## config.mk

```make
export PLATFORM = sky130hd
export DESIGN_NAME = vac_raster_counter
export DESIGN_NICKNAME = d
export VERILOG_FILES = /design/src/hdl/vac_raster_counter.sv
export SDC_FILE = /design/constraint.sdc
export NUM_CORES = 1
export LEC_CHECK = 0
export BUFFER_PORTS_ARGS = -buffer_cell sky130_fd_sc_hd__buf_2
export CORE_MARGIN = 4
export CORE_UTILIZATION = 30
export DETAILED_ROUTE_END_ITERATION = 8
export PLACE_DENSITY = 0.54
export SLEW_MARGIN = 20
export SYNTH_ARGS = -nofsm -noshare
export SYNTH_HDL_FRONTEND = slang
export SYNTH_SLANG_ARGS = --single-unit
```

## constraint.sdc

```tcl
create_clock -name aclk -period 8.45 [get_ports aclk]
set_input_delay 2.1125 -clock aclk [delete_from_list [all_inputs] [get_ports aclk]]
set_output_delay 2.1125 -clock aclk [all_outputs]
set_load 0.01 [all_outputs]
```

## src/hdl/vac_raster_counter.sv

```systemverilog
// vac_raster_counter: x fastest raster position counter over a 3d volume
// no package dependencies; the top level sets its widths
module vac_raster_counter #(
    parameter int POS_W = 7,
    parameter int EXT_W = 8
) (
    input  logic             aclk,
    input  logic             aresetn,
    input  logic             step,
    input  logic             clear,
    input  logic [EXT_W-1:0] size_x,
    input  logic [EXT_W-1:0] size_y,
    input  logic [EXT_W-1:0] size_z,
    output logic [POS_W-1:0] pos_x,
    output logic [POS_W-1:0] pos_y,
    output logic [POS_W-1:0] pos_z,
    output logic             wrap
);

    logic [POS_W-1:0] pos_x_reg;
    logic [POS_W-1:0] pos_y_reg;
    logic [POS_W-1:0] pos_z_reg;
    logic             x_end;
    logic             y_end;
    logic             z_end;

    assign x_end = (int'(pos_x_reg) + 1) >= int'(size_x);
    assign y_end = (int'(pos_y_reg) + 1) >= int'(size_y);
    assign z_end = (int'(pos_z_reg) + 1) >= int'(size_z);
    assign wrap  = x_end && y_end && z_end;

    always_ff @(posedge aclk) begin
        if (!aresetn || clear) begin
            pos_x_reg <= '0;
            pos_y_reg <= '0;
            pos_z_reg <= '0;
        end else if (step) begin
            if (!x_end) begin
                pos_x_reg <= pos_x_reg + POS_W'(1);
            end else begin
                pos_x_reg <= '0;
                if (!y_end) begin
                    pos_y_reg <= pos_y_reg + POS_W'(1);
                end else begin
                    pos_y_reg <= '0;
                    if (!z_end) begin
                        pos_z_reg <= pos_z_reg + POS_W'(1);
                    end else begin
                        pos_z_reg <= '0;
                    end
                end
            end
        end
    end

    assign pos_x = pos_x_reg;
    assign pos_y = pos_y_reg;
    assign pos_z = pos_z_reg;

endmodule

```

Yosys cells after proc, flatten, opt, wreduce, memory -nomap -nowiden
Index checks and enable logic that the tools add are counted.

cells by class
  add/sub/neg operators = 6
  reduce and logical (&&, ||, !) cells = 6
  mux-type cells = 3
  order comparisons = 3

operators by type and width
  kind                                         number
  adder 7 x 1 -> 8 bit, second input constant  3
  >= comparator 8 bit                          3
  adder 7 x 1 -> 7 bit, second input constant  3
  two-way mux 7 bit                            3
  AND reduction 3 bit                          1
  logical AND 1 bit                            2
  AND reduction 2 bit                          1
  logical NOT 1 bit                            1
  logical OR 1 bit                             1

storage, ports and cells
  bits of input ports = 28
  word-level logic and storage cells = 21
  flip-flop bits (word level) = 21

Logic depth before layout (Yosys ltp)
Gate-level depths: netlist of the first run.

  depth after elaboration = 4
  gate-level depth with buffers = 11
  depth with buffers taken out = 10

Least setup slack after synthesis of the first run
Ideal clock, no wire load.

  path kind = input to output
  start = in size_z[0]
  end = out wrap
  path slack = 2.840 ns
  buffers on the path = 0
  arrival = 3.497 ns
  stages on the path = 5
  data required time = 6.338 ns
  cells stage by stage = ha_1 nand2b_1 a2111o_1 a31oi_1 nor3_1

between the ends
  cells in the longest elaborated chain, start to end = 2

ends and longest elaborated chain
  item                 RTL line  source
  start: declaration   13        input logic [EXT_W-1:0] size_z,
  >= comparator 8 bit  29        assign z_end = (int'(pos_z_reg) + 1) >= int'(size_z);
  logical AND 1 bit    30        assign wrap = x_end && y_end && z_end;
  end: declaration     17        output logic wrap

Every way passes these cells.

Final worst setup path of the first run
  start = in size_y[0]
  end = out wrap

between the ends
  cells in the longest elaborated chain, start to end = 3

ends and longest elaborated chain
  item                            RTL line  source
  start: declaration              12        input logic [EXT_W-1:0] size_y,
  >= comparator 8 bit             28        assign y_end = (int'(pos_y_reg) + 1) >= int'(size_y);
  logical AND 1 bit (2 in a row)  30

Every way passes these cells.

==> results of run 1 <==
-- synth_stat cells (all sizes together) (2+ instances only) --
library cell  number  area, um^2
nand4b             2        17.5
a2111o             3        33.8
nor2               7        26.3
dfxtp             21         420
xor2               7        61.3
clkbuf             3        11.3
or3                3        18.8
nor3               5        25.0
o21ai             17        85.1
nand2b             5        38.8
a211oi             2        15.0
nand4              4        25.0
a32o               7        70.1
xnor2              8        70.1
and3               6        37.5
buf                3        13.8
o22ai              2        12.5
a31oi              5        31.3
nand3             15        75.1
ha                27         338
or4                2        15.0
nand2             17        63.8
inv               24        90.1
nor3b              4        30.0
a21oi             16        80.1
-- final timing paths --
path	from	endpoint	slack (ns)	cells after the start
setup / recovery	size_y[0]	wrap	2.35	7
hold / removal	pos_y[1]$_SDFFE_PP0P_	pos_y[1]$_SDFFE_PP0P_	0.50	2
hold reg to reg	pos_y[1]$_SDFFE_PP0P_	pos_y[1]$_SDFFE_PP0P_	0.50	2
setup reg to reg	pos_x[0]$_SDFFE_PP0P_	pos_y[3]$_SDFFE_PP0P_	5.30	10
-- worst min-delay path: cells and delay by family, from the launching register on --
| family | cells | cell delay (ns) |
|---|---|---|
| AO/OA/AOI/OAI | 1 | 0.05 |
| flip-flops | 1 | 0.34 |
| AND/OR/NAND/NOR | 1 | 0.06 |
-- logic make-up (layout without fill, tap and decap cells) --
group | count (synthesis) | count (layout) | synth area share [%]
flip-flops | 21 | 21 | 23.7
AND/OR/NAND/NOR | 74 | 74 | 22.5
adder cells (fa/ha/maj) | 27 | 27 | 19.0
buffers and inverters | 31 | 78 | 6.69
XOR/XNOR | 15 | 15 | 7.39
AO/OA/AOI/OAI | 57 | 57 | 20.8
-- layer usage --
metal	vias up	part of all wire [%]	track usage, %
met5	-	0	0
met4	0	0.34	2.16
met3	2	6.5	3.40
met2	50	47	20.1
met1	811	46	16.6
li1	912	-	-
-- stage by stage --
stage                     power, mW  std cells  instance area, um^2  setup WS, ns  util (%)
after global routing          0.201        344                 2130          2.19      38.0
after global placement        0.125        340                 2090          2.38      37.2
after detailed placement      0.125        340                 2090          2.32      37.2
after CTS                     0.191        344                 2130          2.31      38.0
final                         0.189        344                 2130          2.35      38.0
after floorplan               0.115        225                 1780          2.84         -
-- cell type report --
class / count / area [um^2]
clock buffers: 4 / 45.0
fillers: 640 / 3480
inverters: 25 / 93.8
multi-input cells: 173 / 1240
flip-flops and latches: 21 / 420
well taps: 72 / 90.1
repair buffers: 49 / 245
-- power by group through the flow --
stage	Clock, mW	Sequential (mW)	Combinational, mW
after floorplan	0	0.102	0.0133
after global placement	0	0.102	0.0228
after detailed placement	0	0.102	0.0229
after CTS	0.0683	0.0996	0.0231
after global routing	0.0743	0.0997	0.0266
final	0.0662	0.0996	0.0229
==> impl_results.md, run 1 <==
* Worst Max-Slew Pin Slew at around 0.94 ns
* Final setup fails at 0
* WL/cell at 13.0 um
* GRT Resource Usage Total at 12.4%
* DR iter-0 viols at 114
* Critical Path RT at 6.34 ns
* Max Cap Viol at 0
* Die height at between 80 and 90 um
* Crit path max-delay cell type: a21oi_1
* Max transition margin at between 30 and 40%
* Startpoint types: primary input
* DRT Pass-1 Iters at 4
* Core Rows at 27
* Root buf cell: clkbuf_8
* Clock Skew at roughly 0.0047 ns
* Post-synth ARST share at 0%
* Yosys cell types at 37
* WP buf/inv at 2
* Worst setup EP type: output port
* Initial antenna violation count at 0
* CTS tree: yes
* Clock power frac at 35.1%
* PD cells at slightly below 90 nW/um^2
* Via/cell ratio at approximately 5.2
* Post-CTS setup repair buffer count at 0
* Syn Std Cell Area at between 1500 and 2000 um^2
* Core ar. at roughly 5600 um^2
* Clock latency on the worst-skew pair at approximately 0.26 ns
* Psw at 45.3 uW
* Largest net degree at the start of global routing at 21
* Max IR drop VDD at around 0.052 mV
* Synth Warn # at 0
* Die area at roughly 7200 um^2
* Hold Crit Class: reg -> reg
* GPL Wtd Cong at around 0.8
* Cell Chain, Critical Path: buf_2 > ha_1 > nand2b_1 > a2111o_1 > a21oi_1 > nor3_1 > buf_2
* Clk buf depth at 2
* Fin Setup TNS at 0 ns
* IO buf count at 49
* Seq/Total Area, Yosys at 23.7%
* Vias in the first global route at 1652
* Commonest cells after routing, fill and taps aside: 49 x buf_2, 27 x ha_1, 24 x inv_1
* Main synth FF type: dfxtp_1
* I/O pins at 50
* Commonest non-fill, non-tap cell in the layout: buf_2
* Post-CTS resize count at 0
* Mapped Cells at ~230
* CP max stage delay at just over 0.6 ns
* Fin crit share at between 70 and 80%
* Antenna-violating nets left at 0
* Layout area overhead at 20.0%
* DRC at 0
* Combinational Power Share at about an eighth
* Clk slew on worst S/H paths at about 0.080 ns
* Clock Sinks at 21
* Post-DP HPWL at about 3500 um
* Diode count at 0
* Final Max Tran Viols at 0
* Maximum clock rate at about 160 MHz
* Period minus WS final at between 6 and 7 ns
* Number of enable flip-flop cells after synthesis at 0
* Share of cells above drive strength 1 at a little under 20%
* Die X at 85.0 um
* Crit path max-delay family: compound AO/OA/AOI/OAI gates
* Critical path peak fanout at 10
* Vias at roughly 1800
* Synth Net Count at between 200 and 300
* Sw frac at 24.0%
* First-pass GRT wire length at between 7000 and 8000 um
* Total routed wirelength at around 4500 um
* Post-CTS Hold Buffers at 0
* RSZ-0062 raised after global routing: false
* TritonCTS Buffers at 3
* Avg Cell Area, Syn at just under 8 um^2
* Int Power at between 100 and 150 uW
* WHS at ~0.50 ns
* Crit path DAT at between 3 and 4 ns
* Yosys reg bits at 21
* Initial core utilization at between 30% and 40%
* Hold Vio Cnt, Final at 0
* Outcome: finished clean
* Critical path class: in -> out
* Overflow after GRT at 0
* Final Net Count at about 330
* Sequential power share at between 50% and 60%
* LEAKAGE at 1.06 nW
* Most common cell on crit path: buf_2
* H-tree Lvls at 1
Note: power is estimated with default switching activity, not from simulation.
==> run 2, diff against run 1 <==
--- a/config.mk
+++ b/config.mk
@@ -9,7 +9,7 @@
 export CORE_MARGIN = 4
 export CORE_UTILIZATION = 30
 export DETAILED_ROUTE_END_ITERATION = 8
-export PLACE_DENSITY = 0.54
+export PLACE_DENSITY = 0.56
 export SLEW_MARGIN = 20
 export SYNTH_ARGS = -nofsm -noshare
 export SYNTH_HDL_FRONTEND = slang
==> constraint.sdc (replaced) <==
create_clock -name aclk -period 5.1 [get_ports aclk]
set_input_delay 1.275 -clock aclk [delete_from_list [all_inputs] [get_ports aclk]]
set_output_delay 1.275 -clock aclk [all_outputs]
set_load 0.01 [all_outputs]
==> run 2 against run 1 <==
Effect of this change:
- clock power grew 72%
- clock skew shrank 0.0019 ns
- cell area grew 1.4%
- flip-flop and latch count is the same
- register-to-register slack lost 3.2 ns
- first-iteration DRC count grew 7.0%
- final cell count grew 1.2%
==> impl_results.md, run 2 (same netlist as run 1, synthesis figures left out) <==
* Core ar. at ~5600 um^2
* Worst Max-Slew Pin Slew at about 0.81 ns
* Largest net degree at the start of global routing at 21
* Critical Path RT at around 3.8 ns
* Final Power at 317 uW
* Total routed wirelength at about 4600 um
* Critical path class: in -> out
* Final Net Count at ~330
* Multi-input logic area at 1240 um^2
* Final setup fails at 0
* H-tree Lvls at 1
* Maximum clock rate at about 240 MHz
* Max IR drop VDD at between 0.08 and 0.09 mV
* Clock latency on the worst-skew pair at around 0.26 ns
* Outcome: finished clean
* DRT Pass-1 Iters at 4
* Share of cells above drive strength 1 at a little over a fifth
* Crit path max-delay cell type: a2111o_1
* Max Cap Viol at 0
* Fin Setup TNS at 0 ns
* Post-CTS setup repair buffer count at 0
* Fillers at between 600 and 700
* Die X at about 85 um
* PD cells at about 150 nW/um^2
* Crit path max-delay family: compound AO/OA/AOI/OAI gates
* Post-DP HPWL at 3570 um
* Die height at 85.0 um
* GPL Wtd Cong at between 0.7 and 0.8
* Diode count at 0
* Vias at approximately 1800
* Initial antenna violation count at 0
* WHS at roughly 0.5 ns
* Startpoint types: primary input
* Root buf cell: clkbuf_8
* Clk slew on worst S/H paths at ~0.080 ns
* Critical path peak fanout at 6
* First-pass GRT wire length at between 7000 and 8000 um
* Sequential Area at approximately 420 um^2
* IO buf count at between 40 and 50
* Post-CTS resize count at 0
* Crit path DAT at between 2 and 3 ns
* GRT Resource Usage Total at about an eighth
* Period minus WS final at 4.08 ns
* Initial core utilization at between 30% and 40%
* CTS tree: yes
* Post-CTS Hold Buffers at 0
* Fin crit share at roughly 80%
* DRC at 0
* DR iter-0 viols at ~120
* I/O pins at 50
* Worst setup EP type: output port
* Commonest cells after routing, fill and taps aside: 49 x buf_2, 27 x ha_1, 24 x inv_1
* Core Rows at 27
* Clk buf depth at 2
* Clock Sinks at 21
* LEAKAGE at 1.08 nW
* Max transition margin at between 40% and 50%
* TritonCTS Buffers at 3
* Overflow after GRT at 0
* Commonest non-fill, non-tap cell in the layout: buf_2
* CP max stage delay at between 0.4 and 0.5 ns
* Hold Vio Cnt, Final at 0
* Most common cell on crit path: buf_2
* Final Max Tran Viols at 0
* Layout area overhead at 21.7%
* Via/cell ratio at ~5.2
* Clock Skew at ~0.0027 ns
* Die area at just over 7000 um^2
* Antenna-violating nets left at 0
* Hold Crit Class: reg -> reg
* WP buf/inv at 3
* RSZ-0062 raised after global routing: false
* WL/cell at about 13 um
* Vias in the first global route at 1695
* Cell Chain, Critical Path: buf_2 > ha_1 > nand2b_4 > a2111o_1 > a31oi_1 > buf_4 > nor3_1 > buf_2
## run 2: changes by cell type in the layout (fill, tap and decap cells not counted)
cell,delta
buf_4,+4
## run 2: final timing paths
check	start	endpoint	slack, ns	cells past startpoint
max reg2reg	pos_x[0]$_SDFFE_PP0P_	pos_y[5]$_SDFFE_PP0P_	2.10	10
min	pos_y[1]$_SDFFE_PP0P_	pos_y[1]$_SDFFE_PP0P_	0.50	2
max	size_x[0]	wrap	1.02	8
min reg2reg	pos_y[1]$_SDFFE_PP0P_	pos_y[1]$_SDFFE_PP0P_	0.50	2
## run 2: worst reg2reg max path: stages, from the launching register on
cell and delay (ns):
dfxtp_1 0.42, ha_1 0.25, nand3_1 0.20, nor2_1 0.21
xor2_1 0.09, ha_1 0.27, nand2_1 0.06, o21ai_0 0.43
a32o_1 0.50, o21ai_0 0.17, a32o_1 0.28
## run 2: cell type report
cell class,instances,share of cell area [%]
clock buffers,4,2.08
multi-input cells,173,57.2
well taps,72,4.17
inverters,25,4.34
repair buffers,53,12.7
flip-flops and latches,21,19.4
## run 2: per-stage QoR
step	worst slack, ns	util, %	instances	instance area [um^2]
finish	1.02	38.6	348	2160
global route	0.758	38.6	348	2160
CTS	0.974	38.6	348	2160
detailed placement	1.00	37.8	344	2120
global placement	1.03	37.8	344	2120
floorplan	1.17	-	225	1780
## run 2: routing by layer
metal  track usage, %  wire length (um)
met5                0                 0
met4             2.59                38
met3             2.52               321
met2             21.5              2120
met1             16.5              2110
## run 2: where the power goes
part / internal [mW] / switching [mW]
combinational: 0.0179 / 0.0210
clock: 0.0558 / 0.0577
sequential: 0.164 / 0.000714
==> run 3, diff against run 2 <==
--- a/config.mk
+++ b/config.mk
@@ -5,11 +5,12 @@
 export SDC_FILE = /design/constraint.sdc
 export NUM_CORES = 1
 export LEC_CHECK = 0
+export ABC_AREA = 1
 export BUFFER_PORTS_ARGS = -buffer_cell sky130_fd_sc_hd__buf_2
 export CORE_MARGIN = 4
 export CORE_UTILIZATION = 30
 export DETAILED_ROUTE_END_ITERATION = 8
-export PLACE_DENSITY = 0.56
+export PLACE_DENSITY = 0.54
 export SLEW_MARGIN = 20
 export SYNTH_ARGS = -nofsm -noshare
 export SYNTH_HDL_FRONTEND = slang
==> constraint.sdc (replaced) <==
create_clock -name aclk -period 3.8 [get_ports aclk]
set_input_delay 0.95 -clock aclk [delete_from_list [all_inputs] [get_ports aclk]]
set_output_delay 0.95 -clock aclk [all_outputs]
set_load 0.01 [all_outputs]
==> run 3 against run 2 <==
Effect of this change:
- first-iteration DRC count down 43%
- register-to-register slack got worse by 0.70 ns
- total power rose by 39%
- synthesized area up 2.6%
- critical path depth increased by 5
- combinational power is 78% higher
- sequential share of layout area shrank 0.35 points
- synthesized cell count rose by 27%
- cell area grew 1.9%
- critical path type is now reg -> out
==> impl_results.md, run 3 <==
* Share of cells above drive strength 1 at around 19%
* Avg Cell Area, Syn at 6.40 um^2
* Outcome: finished clean
* CP startpoint: pos_z[0]$_SDFFE_PP0P_
* Antenna-violating nets left at 0
* Worst Max-Slew Pin Slew at between 0.2 and 0.25 ns
* Die area at 7390 um^2
* Root buf cell: clkbuf_8
* Placed cell area at between 2000 and 2500 um^2
* Initial core utilization at 30.8%
* Yosys top cell area share at a little under a quarter
* Core Rows at 28
* Vias in the first global route at 1624
* I/O pins at 50
* Commonest cells after routing, fill and taps aside: 65 x nand2_1, 61 x inv_1, 49 x buf_2
* Synth Net Count at 340
* Yosys cell types at 24
* Clk slew on worst S/H paths at 0.08 ns
* Clock Sinks at 21
* Final instance area at roughly 2200 um^2
* Synth Warn # at 0
* PD cells at roughly 200 nW/um^2
* Int Power at ~330 uW
* Period minus WS final at 3.47 ns
* Die height at roughly 86 um
* Startpoint types: register
* Max Cap Viol at 0
* Post-CTS resize count at 0
* Seq/Total Area, Yosys at approximately 23%
* LEAKAGE at 1.38 nW
* Vias at 1721
* Clock latency on the worst-skew pair at ~0.26 ns
* Crit path DAT at approximately 2.5 ns
* Fin crit share at between 90% and 100%
* DRT Pass-1 Iters at 4
* Min-delay src: pos_y[6]$_SDFFE_PP0P_
* Biggest area consumer among synthesized cells: dfxtp_1
* Post-layout util at a little under two fifths
* Sw frac at between 20% and 30%
* Clk buf depth at 2
* Yosys reg bits at 21
* Commonest non-fill, non-tap cell in the layout: nand2_1
* Combinational Power Share at between 10% and 20%
* Critical Path RT at roughly 2.9 ns
* Core ar. at slightly below 6000 um^2
* Worst setup EP type: output port
* Final Power at 442 uW
* Number of enable flip-flop cells after synthesis at 0
* Critical path class: reg -> out
* Max transition margin at 83.4%
* Overflow after GRT at 0
* Post-CTS Hold Buffers at 0
* RSZ-0062 raised after global routing: false
* DR top layer: met4
* Final Net Count at roughly 390
* WL/cell at roughly 9.5 um
* FF-to-FF Start: pos_z[0]$_SDFFE_PP0P_
* Most frequent cell after synthesis: nand2_1
* Fillers at roughly 640
* Main synth FF type: dfxtp_1
* Mapped Cells at 285
* GPL Wtd Cong at approximately 0.76
* Fin Setup TNS at 0 ns
* Layout area overhead at 20.8%
* Final Max Tran Viols at 0
* Final setup fails at 0
* TritonCTS Buffers at 3
* Largest net degree at the start of global routing at 15
* First-pass GRT wire length at roughly 6800 um
* Critical path peak fanout at 6
* GRT Resource Usage Total at a little over a tenth
* Sequential power share at 51.2%
* Wl on met1 at between 2000 and 2500 um
* Initial antenna violation count at 0
* Via/cell ratio at 4.18
* Die X at around 86 um
* Post-synth ARST share at 0%
* Met2 wire len at 1600 um
* Max IR drop VDD at around 0.11 mV
* H-tree Lvls at 1
* Clock Skew at between 0.004 and 0.005 ns
* Clock power frac at 33.0%
* Total routed wirelength at 3900 um
* Diode count at 0
* DRC at 0
* IO buf count at 49
* Post-CTS setup repair buffer count at 0
* CTS tree: yes
* Synth top area cells: dfxtp_1 23%, ha_1 19%, nand2_1 13%
* Syn Std Cell Area at roughly 1800 um^2
* Psw at roughly 120 uW
* Hold Crit Class: reg -> reg
* Maximum clock rate at 288 MHz
* R2r setup slk at between 1 and 1.5 ns
* Most frequent cells after synthesis: 65 x nand2_1, 61 x inv_1, 47 x nor2_1
* Hold Vio Cnt, Final at 0
* Total length of routed met3 wires at between 200 and 250 um
* Post-DP HPWL at 3340 um
* DR iter-0 viols at 69
[run 3: metrics by stage]
step / hold WS, ns / setup WS (ns) / instances
2_1_floorplan: 0.485 / 0.795 / 285
3_3_place_gp: 0.457 / 0.622 / 408
3_5_place_dp: 0.459 / 0.618 / 408
4_1_cts: 0.470 / 0.307 / 412
5_1_grt: 0.512 / 0.132 / 412
6_report: 0.466 / 0.327 / 412
[run 3: final cells by class]
type                       instances  area (um^2)  share of cell area (%)
timing repair buffer              51          260                    11.8
tap                               75         93.8                    4.26
clock buffer                       3         41.3                    1.88
sequential                        21          420                    19.1
inverter                          62          233                    10.6
clock inverter                     1         5.00                   0.227
multi-input combinational        199         1150                    52.2
[run 3: cells by family after synthesis]
| group | synth area share (%) |
|---|---|
| flops | 23.1 |
| xor+xnor | 5.28 |
| compound gates | 6.86 |
| fa+ha+maj | 18.5 |
| simple gates | 32.3 |
| buf+inv | 13.9 |
[run 3: path summary, 6_finish.rpt]
kind | endpoint | cells past startpoint
worst max-delay path | wrap | 13
worst min-delay path | pos_y[6]$_SDFFE_PP0P_ | 2
worst max register to register | pos_z[1]$_SDFFE_PP0P_ | 15
worst min register to register | pos_y[6]$_SDFFE_PP0P_ | 2
[run 3: power by group through the flow]
| stage | Combinational (mW) | Clock, mW | Sequential [mW] |
|---|---|---|---|
| floorplan | 0.0429 | 0 | 0.232 |
| CTS | 0.0715 | 0.154 | 0.227 |
| global placement | 0.0700 | 0 | 0.232 |
| finish | 0.0696 | 0.146 | 0.227 |
| global route | 0.0828 | 0.162 | 0.227 |
| detailed placement | 0.0711 | 0 | 0.232 |
[run 3: routing by layer]
| layer | GRT usage, % | vias up |
|---|---|---|
| met4 | 3.88 | 0 |
| met2 | 17.5 | 35 |
| li1 | - | 977 |
| met1 | 14.9 | 707 |
| met5 | 0 | - |
| met3 | 1.83 | 2 |
[run 3: worst max-delay path: stages, from the launching register on]
cell and delay [ns]:
dfxtp_1 0.43, ha_1 0.22, nand3_1 0.12, nor2_1 0.13, nand2_1 0.07, xor2_1 0.17
inv_1 0.06, ha_1 0.27, nand2_1 0.06, nor2_1 0.15, nand4_1 0.10, nand3_1 0.16
and3_1 0.19, buf_2 0.13
